===== config.mk =====
export PLATFORM = sky130hd
export DESIGN_NAME = rgb_linear_contrast_stretch_unit
export DESIGN_NICKNAME = d
export VERILOG_FILES = /design/src/rtl/rlcs_pkg.sv /design/src/rtl/rlcs_front.sv /design/src/rtl/rlcs_queue.sv /design/src/rtl/rlcs_back.sv /design/src/rtl/rgb_linear_contrast_stretch_unit.sv
export VERILOG_INCLUDE_DIRS = /design/src /design/src/rtl
export SDC_FILE = /design/constraint.sdc
export NUM_CORES = 1
export LEC_CHECK = 0
export ABC_AREA = 1
export BUFFER_PORTS_ARGS = -buffer_cell sky130_fd_sc_hd__buf_4
export CAP_MARGIN = 20
export CORE_MARGIN = 4
export CORE_UTILIZATION = 55
export CTS_CLUSTER_DIAMETER = 150
export DETAILED_ROUTE_END_ITERATION = 8
export GPL_ROUTABILITY_DRIVEN = 0
export HOLD_SLACK_MARGIN = 0.05
export PLACE_DENSITY = 0.74
export SLEW_MARGIN = 20
export SYNTH_ARGS = -nofsm -noshare
export SYNTH_HDL_FRONTEND = slang
export SYNTH_SLANG_ARGS = --single-unit

===== constraint.sdc =====
create_clock -name clk -period 5.9 [get_ports clk]
set_input_delay 0.885 -clock clk [delete_from_list [all_inputs] [get_ports clk]]
set_output_delay 0.885 -clock clk [all_outputs]
set_load 0.005 [all_outputs]

===== src/rtl/assert_macros.svh =====
// Assertion macros used by the top-level RTL file.
`ifndef ASSERT_MACROS_SVH
`define ASSERT_MACROS_SVH

// Condition must hold at every clock edge outside reset.
`define ASSERT_ALWAYS(lbl, clk, rst, expr) \
  lbl: assert property (@(posedge clk) disable iff (rst) (expr)) \
    else $error("assertion failed");

// Antecedent at one edge implies consequent at the next edge (reset included).
`define ASSERT_NEXT(lbl, clk, ante, cons) \
  lbl: assert property (@(posedge clk) (ante) |=> (cons)) \
    else $error("assertion failed");

`endif


===== src/rtl/rlcs_pkg.sv =====
// Types, constants and the gain table of the contrast stretch unit.
package rlcs_pkg;

  localparam int NUM_CH = 3;
  localparam logic [7:0] FULL_SCALE = 8'd255;
  localparam int QDEPTH = 4;
  localparam int QAW = $clog2(QDEPTH);
  localparam int QCW = $clog2(QDEPTH + 1);

  localparam logic FUNC_MEASURE = 1'b0;
  localparam logic FUNC_MAP = 1'b1;

  typedef struct packed {
    logic       func;
    logic       frame_start;
    logic [7:0] red_in;
    logic [7:0] green_in;
    logic [7:0] blue_in;
  } pix_in_t;

  typedef struct packed {
    logic [7:0] red_out;
    logic [7:0] green_out;
    logic [7:0] blue_out;
  } pix_out_t;

  // one queued map word: per channel offset above min and gain
  typedef struct packed {
    logic [NUM_CH-1:0][7:0] diff;
    logic [NUM_CH-1:0][7:0] gain;
  } qent_t;

  // queue status seen by the front and back ends
  typedef struct packed {
    logic full;
    logic empty;
  } qstat_t;

  // floor(255 / d), 0 for d == 0
  function automatic logic [7:0] gain_lut(input logic [7:0] d);
    logic [7:0] g;
    begin
      g = 8'd0;
      if (d >= 8'd128) g = 8'd1;
      else if (d >= 8'd86) g = 8'd2;
      else if (d >= 8'd64) g = 8'd3;
      else if (d >= 8'd52) g = 8'd4;
      else if (d >= 8'd43) g = 8'd5;
      else if (d >= 8'd37) g = 8'd6;
      else if (d >= 8'd32) g = 8'd7;
      else if (d >= 8'd29) g = 8'd8;
      else if (d >= 8'd26) g = 8'd9;
      else if (d >= 8'd24) g = 8'd10;
      else if (d >= 8'd22) g = 8'd11;
      else if (d >= 8'd20) g = 8'd12;
      else if (d >= 8'd19) g = 8'd13;
      else if (d >= 8'd18) g = 8'd14;
      else if (d >= 8'd16) g = 8'd15;
      else begin
        case (d)
          8'd15: g = 8'd17;
          8'd14: g = 8'd18;
          8'd13: g = 8'd19;
          8'd12: g = 8'd21;
          8'd11: g = 8'd23;
          8'd10: g = 8'd25;
          8'd9: g = 8'd28;
          8'd8: g = 8'd31;
          8'd7: g = 8'd36;
          8'd6: g = 8'd42;
          8'd5: g = 8'd51;
          8'd4: g = 8'd63;
          8'd3: g = 8'd85;
          8'd2: g = 8'd127;
          8'd1: g = 8'd255;
          default: g = 8'd0;
        endcase
      end
      return g;
    end
  endfunction

endpackage


===== src/rtl/rlcs_front.sv =====
// Front end: channel min/max statistics and classification of map words.
module rlcs_front (
  input  logic             clk,
  input  logic             rst,
  input  logic             in_valid,
  output logic             in_ready,
  input  rlcs_pkg::pix_in_t in_data,
  input  rlcs_pkg::qstat_t  qstat,
  output logic             push,
  output rlcs_pkg::qent_t   push_data
);

  logic [rlcs_pkg::NUM_CH-1:0][7:0] ch_min;
  logic [rlcs_pkg::NUM_CH-1:0][7:0] ch_max;
  logic [rlcs_pkg::NUM_CH-1:0][7:0] px;
  logic accept;

  assign px[0] = in_data.red_in;
  assign px[1] = in_data.green_in;
  assign px[2] = in_data.blue_in;

  assign in_ready = !qstat.full;
  assign accept = in_valid && in_ready;
  assign push = accept && (in_data.func == rlcs_pkg::FUNC_MAP);

  always_ff @(posedge clk) begin
    if (rst) begin
      for (int c = 0; c < rlcs_pkg::NUM_CH; c++) begin
        ch_min[c] <= rlcs_pkg::FULL_SCALE;
        ch_max[c] <= 8'd0;
      end
    end else if (accept && (in_data.func == rlcs_pkg::FUNC_MEASURE)) begin
      for (int c = 0; c < rlcs_pkg::NUM_CH; c++) begin
        if (in_data.frame_start) begin
          ch_min[c] <= px[c];
          ch_max[c] <= px[c];
        end else begin
          if (px[c] < ch_min[c]) ch_min[c] <= px[c];
          if (px[c] > ch_max[c]) ch_max[c] <= px[c];
        end
      end
    end
  end

  // gain follows the statistics as they stand; below-min samples map to zero
  always_comb begin
    for (int c = 0; c < rlcs_pkg::NUM_CH; c++) begin
      push_data.gain[c] = (ch_max[c] > ch_min[c]) ?
                          rlcs_pkg::gain_lut(ch_max[c] - ch_min[c]) : 8'd0;
      push_data.diff[c] = (px[c] >= ch_min[c]) ? (px[c] - ch_min[c]) : 8'd0;
    end
  end

endmodule


===== src/rtl/rlcs_queue.sv =====
// Small register queue between the front and back ends.
module rlcs_queue (
  input  logic            clk,
  input  logic            rst,
  input  logic            push,
  input  rlcs_pkg::qent_t push_data,
  input  logic            pop,
  output rlcs_pkg::qent_t pop_data,
  output rlcs_pkg::qstat_t qstat
);

  rlcs_pkg::qent_t entries [rlcs_pkg::QDEPTH];
  logic [rlcs_pkg::QAW-1:0] wr_ptr;
  logic [rlcs_pkg::QAW-1:0] rd_ptr;
  logic [rlcs_pkg::QCW-1:0] count;

  assign qstat.full = (count == rlcs_pkg::QCW'(rlcs_pkg::QDEPTH));
  assign qstat.empty = (count == '0);
  assign pop_data = entries[rd_ptr];

  always_ff @(posedge clk) begin
    if (push) entries[wr_ptr] <= push_data;
  end

  always_ff @(posedge clk) begin
    if (rst) begin
      wr_ptr <= '0;
      rd_ptr <= '0;
      count <= '0;
    end else begin
      if (push) wr_ptr <= wr_ptr + 1'b1;
      if (pop) rd_ptr <= rd_ptr + 1'b1;
      if (push && !pop) count <= count + 1'b1;
      else if (pop && !push) count <= count - 1'b1;
    end
  end

endmodule


===== src/rtl/rlcs_back.sv =====
// Back end: gain multiply, saturation and output register.
module rlcs_back (
  input  logic              clk,
  input  logic              rst,
  input  rlcs_pkg::qstat_t  qstat,
  input  rlcs_pkg::qent_t   pop_data,
  output logic              pop,
  output logic              out_valid,
  input  logic              out_ready,
  output rlcs_pkg::pix_out_t out_data
);

  logic [rlcs_pkg::NUM_CH-1:0][15:0] prod;
  logic [rlcs_pkg::NUM_CH-1:0][7:0] sat;

  assign pop = !qstat.empty && (!out_valid || out_ready);

  always_comb begin
    for (int c = 0; c < rlcs_pkg::NUM_CH; c++) begin
      prod[c] = 16'(pop_data.diff[c]) * 16'(pop_data.gain[c]);
      sat[c] = (prod[c][15:8] != 8'd0) ? rlcs_pkg::FULL_SCALE : prod[c][7:0];
    end
  end

  always_ff @(posedge clk) begin
    if (rst) begin
      out_valid <= 1'b0;
    end else if (pop) begin
      out_valid <= 1'b1;
    end else if (out_ready) begin
      out_valid <= 1'b0;
    end
  end

  always_ff @(posedge clk) begin
    if (pop) begin
      out_data.red_out <= sat[0];
      out_data.green_out <= sat[1];
      out_data.blue_out <= sat[2];
    end
  end

endmodule


===== src/rtl/rgb_linear_contrast_stretch_unit.sv =====
// Top level of the RGB min/max linear contrast stretch unit.
//
// Each frame is sent twice on the input channel. Measure words (func = 0)
// fold the pixel into per-channel min/max; frame_start restarts them from
// that pixel. Measure words give no output word. Map words (func = 1) give
// one output word each: (value - min) * floor(255 / (max - min)) per channel,
// zero for a flat channel or a value below min, saturated at 255.
// Input and output use valid/ready; a word moves when both are high.
// A map word accepted on the input is written into the queue and is shown on
// out_valid from the output register. Throughput: one word per cycle while
// out_ready stays high; the gain is a table lookup on the current statistics,
// so measure and map words may be mixed freely with no bubbles.
// A four-word queue sits between the statistics front end and the multiply
// back end. When the receiver stalls the queue fills and in_ready drops once
// it is full; no word is lost.
// Reset: min = 255, max = 0 per channel (map output zero until measured),
// queue and output register empty.
module rgb_linear_contrast_stretch_unit (
  input  logic               clk,
  input  logic               rst,
  input  logic               in_valid,
  output logic               in_ready,
  input  rlcs_pkg::pix_in_t  in_data,
  output logic               out_valid,
  input  logic               out_ready,
  output rlcs_pkg::pix_out_t out_data
);

`include "assert_macros.svh"

  rlcs_pkg::qstat_t qstat;
  rlcs_pkg::qent_t  push_data;
  rlcs_pkg::qent_t  pop_data;
  logic push;
  logic pop;

  // statistics and classification
  rlcs_front u_front (
    .clk       (clk),
    .rst       (rst),
    .in_valid  (in_valid),
    .in_ready  (in_ready),
    .in_data   (in_data),
    .qstat     (qstat),
    .push      (push),
    .push_data (push_data)
  );

  // decouples input stalls from output stalls
  rlcs_queue u_queue (
    .clk       (clk),
    .rst       (rst),
    .push      (push),
    .push_data (push_data),
    .pop       (pop),
    .pop_data  (pop_data),
    .qstat     (qstat)
  );

  // multiply, clamp, hold for the receiver
  rlcs_back u_back (
    .clk       (clk),
    .rst       (rst),
    .qstat     (qstat),
    .pop_data  (pop_data),
    .pop       (pop),
    .out_valid (out_valid),
    .out_ready (out_ready),
    .out_data  (out_data)
  );

  `ASSERT_ALWAYS(a_q_state, clk, rst, !(qstat.full && qstat.empty))
  `ASSERT_ALWAYS(a_no_overflow, clk, rst, !(push && qstat.full))
  `ASSERT_ALWAYS(a_no_underflow, clk, rst, !(pop && qstat.empty))
  `ASSERT_NEXT(a_rst_out, clk, rst, !out_valid)

endmodule

# [Yosys cells after proc, flatten, opt, wreduce, memory -nomap -nowiden]
# Memory sizes are Yosys's and may differ from the RTL's. A register that Yosys moved wholly into a read port is not among the register bits.
# Index checks and enable logic that the tools add are counted.
[op_classes] addsub=10 mul=3 div=0 n_lt_le_gt_ge=57 eq_ne=1 shifts=0 n_mux=74 bitwise_logic=1 n_reduce_logical=33
[op_table] op="two-way mux 8 bit" count=66
[op_table] op=">= comparator 8 x 5 -> 1 bit, second input constant" count=24
[op_table] op=">= comparator 8 x 6 -> 1 bit, second input constant" count=12
[op_table] op=">= comparator 8 x 7 -> 1 bit, second input constant" count=6
[op_table] op="greater-than comparator 8 bit" count=6
[op_table] op="multiplier 8 x 8 -> 16 bit" count=3
[op_table] op="subtractor 8 bit" count=6
[op_table] op=">= comparator 8 bit" count=3
[op_table] op=">= comparator 8 bit, second input constant" count=3
[op_table] op="< comparator 8 bit" count=3
[op_table] op="nonzero test 8 bit" count=3
[op_table] op="nonzero test 2 bit" count=8
[op_table] op="zero test 4 bit" count=3
[op_table] op="AND reduction 2 bit" count=6
[op_table] op="logical AND 1 bit" count=6
[op_table] op="two-way mux 3 bit" count=2
[op_table] op="zero test 1 bit" count=5
[op_table] op="adder 2 x 1 -> 2 bit, second input constant" count=2
[op_table] op="two-way mux 1 bit" count=4
[op_table] op="two-way mux 2 bit" count=2
[op_table] op="adder 3 x 1 -> 3 bit, second input constant" count=1
[op_table] op="== test 3 bit, second input constant" count=1
[op_table] op="zero test 3 bit" count=1
[op_table] op="subtractor 3 x 1 -> 3 bit, second input constant" count=1
[op_table] op="other kinds (2)" count=2
[word_totals] ff_bits=80 latch_bits=0 mem_bits_rw=192 mem_bits_ro=384 in_bits=30 wordCells=196 memories=4
[memory_table] memory="u_queue.entries" depth=4 word_bits=48 rd=1 rd_clocked_by_memory_dff=1 wr=1 line="rlcs_queue.sv:12" rtl="rlcs_pkg::qent_t entries [rlcs_pkg::QDEPTH];"
[memory_table] memory="(no name shown)" depth=16 word_bits=8 rd=1 rd_clocked_by_memory_dff=0 wr=0 line="rlcs_pkg.sv:60" rtl="case (d)"
[memory_table] memory="(no name shown)" depth=16 word_bits=8 rd=1 rd_clocked_by_memory_dff=0 wr=0 line="rlcs_pkg.sv:60"
[memory_table] memory="(no name shown)" depth=16 word_bits=8 rd=1 rd_clocked_by_memory_dff=0 wr=0 line="rlcs_pkg.sv:60"

# [Depth between registers and ports, before layout]
[logic_depth] ltp_word=19 depth_mapped=32 depth_no_buf=29

# [Hierarchy]
# From an unflattened synthesis, not the netlist that was laid out.
[unflattened] hier_cells=2650 area_unflattened_um2=21887.2
[by_module_without_submodules] mod="rlcs_back" n_inst=1 cells_per_inst=1168 area_each_um2=8077.7
[by_module_without_submodules] mod="rlcs_queue" n_inst=1 cells_per_inst=523 area_each_um2=7622.3
[by_module_without_submodules] mod="rlcs_front" n_inst=1 cells_per_inst=959 area_each_um2=6187.2

# [Least setup slack after synthesis]
# Ideal clock, no wire load.
[synth_timing] kind="reg2reg" startpoint="register (tool-made name)" endpoint="register u_back.out_data[1] (netlist name)" setup_time_ps=284 arrival_time_ps=5248 slack_ps=369 path_stages_with_launch=23 path_buffers=3 synth_period_minus_slack_ps=5531 cell_sequence="dfxtp_1 > clkbuf_1 > clkinv_1 > buf_2 > buf_1 > nand2_1 > a32oi_1 > nand2_1 > fa_1 > fa_1 > inv_1 > fa_1 > inv_1 > fa_1 > inv_1 > ha_1 > nand2_1 > nor2_1 > a21oi_1 > o21ai_0 > or2_2 > a21oi_1 > nand4_1"

==> impl_metrics.yaml <==
yosys:
  syn_area_um2: 20500
  syn_nets: 2696
  ys_types: 53
  synth_top_area_cell: "edfxtp_1"
  synth-async-reset-ratio: 0
  synth.most_common_cell: "nand2_1"
  yosysSeqAreaShare: 0.3730
  yosys-top-cells-area: "edfxtp_1 32%, ha_1 13%, fa_1 11%"
  yosys.area.top_type_share: 0.3164
  synth_seq_cells: 274
  netlist_instances: 2345
  synth_warnings: 0
  synth_edf_count: 216
  synth_area_per_cell_um2: 8.743
  ys.flop_type: "edfxtp_1"
  synth_common_cells: "534 x nand2_1, 418 x inv_1, 216 x edfxtp_1"
timing:
  finalSetupTns_ns: 0
  period_minus_slack_ns: 5.581
  period_share: 0.9460
  slew_headroom: 0.3913
  slew_viol_final: 0
  whs_ns: 0.4761
  fmax_mhz: 179.2
  tightest_slew_ns: 0.9061
  finalSetupViolCount: 0
  final-hold-violation-count: 0
  finClkSkew_ns: 0.03852
global_routing:
  grt_pass1_wl_mm: 76.67
  grt-ovfl-total: 0
  use_met3: 0.03005
  grt_start_max_net_pins: 67
  use_met2: 0.3758
  grt.busiest_layer: "met2"
  gr-usage-met1: 0.3078
  grt_usage: 0.2222
  antenna_found_initial: 0
  grt_pass1_vias: 15895
clock_network:
  cts_buffers: 30
  cts_tree: "done"
  ctsHoldBuffers: 0
  cts_sinks: 274
  clockBufferDepth: 3
  cts_root_buf: "clkbuf_16"
  clk_latency_ns: 0.59
  cts.clk_slew.worst_paths_ns: 0.06
  htreeDepth: 1
floorplanning:
  initial_utilization: 0.5587
  ioPinCount: 56
  dieArea_um2: 40430
  core_area_um2: 36700
  dieHeight_um: 201.1
  core.rowCount: 70
  die_w_um: 201.1
drt:
  drtIter0Drc: 1395
  vias_per_cell: 5.524
  wire_per_inst_um: 15.72
  ant_nets: 0
  wirelength_mm: 46.01
  vias: 16162
  drc: 0
  first_pass_iters: 8
setup_path:
  critPathMaxStageDelay_ns: 0.55
  crit_fanout: 30
  worstSetupEndpointType: "register"
  path_cells: "buf_8 -> nand2_1 -> a32oi_1 -> buf_4 -> nand2_1 -> fa_1 -> fa_1 -> inv_1 -> fa_1 -> inv_1 -> fa_1 -> inv_1 -> ha_1 -> inv_1 -> nor3_1 -> a21oi_1 -> o21ai_1 -> a21oi_1 -> nor2_1 -> nor2_1 -> xnor2_1 -> nor2_2 -> nand4_1"
  slowest_stage: "fa_1"
  r2r-end: "u_back.out_data[9]$_SDFFCE_PP1P_"
  r2r_cells: 23
  crit_path_end: "u_back.out_data[9]$_SDFFCE_PP1P_"
  reg2reg_slack_ns: 0.32
  critPathRequiredTime_ns: 6.17
  startpoint_type: "register"
  critPathArrivalTime_ns: 5.85
  critical_path_class: "register to register"
placement:
  port-buffer-count: 55
  dp_hpwl_mm: 33.97
finish:
  drive_gt1_frac: 0.09317
  diodes: 0
  seq_area_um2: 7651
  fillers: 2938
  fin_nets: 2785
  multi_input_area_um2: 11270
  areaGrowthSynthToFinish_pct: 12.27
flow_run:
  drv_cap: 0
worst_hold_path:
  hold_class: "register to register"
run_status:
  status: "finished, final reports clean"
==> stage by stage <==
stage               cell area (µm²)  instances  setup slack, ns    util
finish                        23020       2926           0.3187  0.6272
global route                  23020       2926        -0.009885  0.6272
CTS                           22700       2919          0.06086  0.6185
detailed placement            21710       2863           0.1321  0.5916
global placement              21710       2863           0.3181  0.5916
floorplan                     20500       2345           0.3685       -
==> layout by cell type, fill, tap and decap left out, types with 4 or more instances in the layout <==
| master | n |
|---|---|
| nor4_1 | 7 |
| nand2_2 | 10 |
| a31oi_1 | 5 |
| a211oi_1 | 5 |
| a21oi_1 | 179 |
| a32oi_1 | 32 |
| o21a_1 | 9 |
| o21ai_0 | 74 |
| edfxtp_1 | 216 |
| dfxtp_1 | 57 |
| ha_1 | 206 |
| fa_1 | 115 |
| a32oi_2 | 18 |
| o211ai_1 | 28 |
| clkbuf_16 | 35 |
| inv_1 | 418 |
| xnor2_1 | 11 |
| buf_4 | 89 |
| nor3_1 | 15 |
| nand3_1 | 64 |
| nor2_4 | 6 |
| o21ai_1 | 10 |
| clkinv_2 | 7 |
| o21bai_1 | 4 |
| or2_2 | 11 |
| xor2_1 | 26 |
| nor2_2 | 5 |
| nand4_1 | 22 |
| nand3b_1 | 4 |
| nor2_1 | 164 |
| nand2_1 | 534 |
| o21ai_2 | 4 |
| inv_2 | 7 |
==> registers in the layout, indices dropped and copies added, names as in the netlist, named ones only <==
name              flops
u_queue.count         3
u_back.out_valid      1
u_queue.wr_ptr        2
u_front.ch_max       24
u_front.ch_min       24
u_queue.rd_ptr        2
u_queue.entries     192
u_back.out_data      24
==> repair_timing <==
item / 4_1_cts / 5_1_grt
resized for setup: 0 / 37
setup endpoints to repair: 0 / 24
buffers inserted: 0 / 3
==> per-layer routing <==
layer  up-vias  part of all wire
li1       7931                 -
met1      7674              0.45
met2       484              0.48
met3        73             0.054
met4         0             0.020
met5         -                 0
==> cell families after synthesis <==
| group | count (synthesis) | share of synthesized area |
|---|---|---|
| buf+inv | 472 | 0.08672 |
| mux | 1 | 0.0004882 |
| simple gates | 852 | 0.1714 |
| xor+xnor | 40 | 0.01819 |
| compound gates | 385 | 0.1122 |
| flops | 274 | 0.3730 |
| fa+ha+maj | 321 | 0.2380 |
==> critical path: cells and delay by family (launching register included) <==
kind / cells / cell delay, ns
simple gates: 7 / 0.94
xor+xnor: 1 / 0.12
fa+ha+maj: 5 / 2.38
flops: 1 / 0.45
buf+inv: 6 / 0.66
compound gates: 4 / 0.70
==> worst min-delay path by stage <==
stage	from	end	slack [ns]	cells after the start
6_report	u_queue.rd_ptr[0]$_SDFFE_PP0P_	register	0.48	1
5_1_grt	u_queue.rd_ptr[0]$_SDFFE_PP0P_	register	0.50	1
4_1_cts	u_queue.rd_ptr[0]$_SDFFE_PP0P_	register	0.48	1
3_5_place_dp	u_queue.rd_ptr[0]$_SDFFE_PP0P_	u_queue.rd_ptr[0]$_SDFFE_PP0P_	0.47	1
3_3_place_gp	u_queue.rd_ptr[0]$_SDFFE_PP0P_	u_queue.rd_ptr[0]$_SDFFE_PP0P_	0.46	1
2_1_floorplan	u_queue.rd_ptr[1]$_SDFFE_PP0P_	register	0.44	2
==> final cells by class <==
type	instances	area share
Multi-Input combinational cell	1599	0.4897
Sequential cell	274	0.3324
Inverter	427	0.07007
Timing Repair Buffer	102	0.03941
Clock buffer	37	0.03577
Tap cell	468	0.02544
Clock inverter	19	0.007229
Power is left out: the tool's default activity adds up to more than one toggle a clock period on the data nets, which glitch-free logic cannot reach.
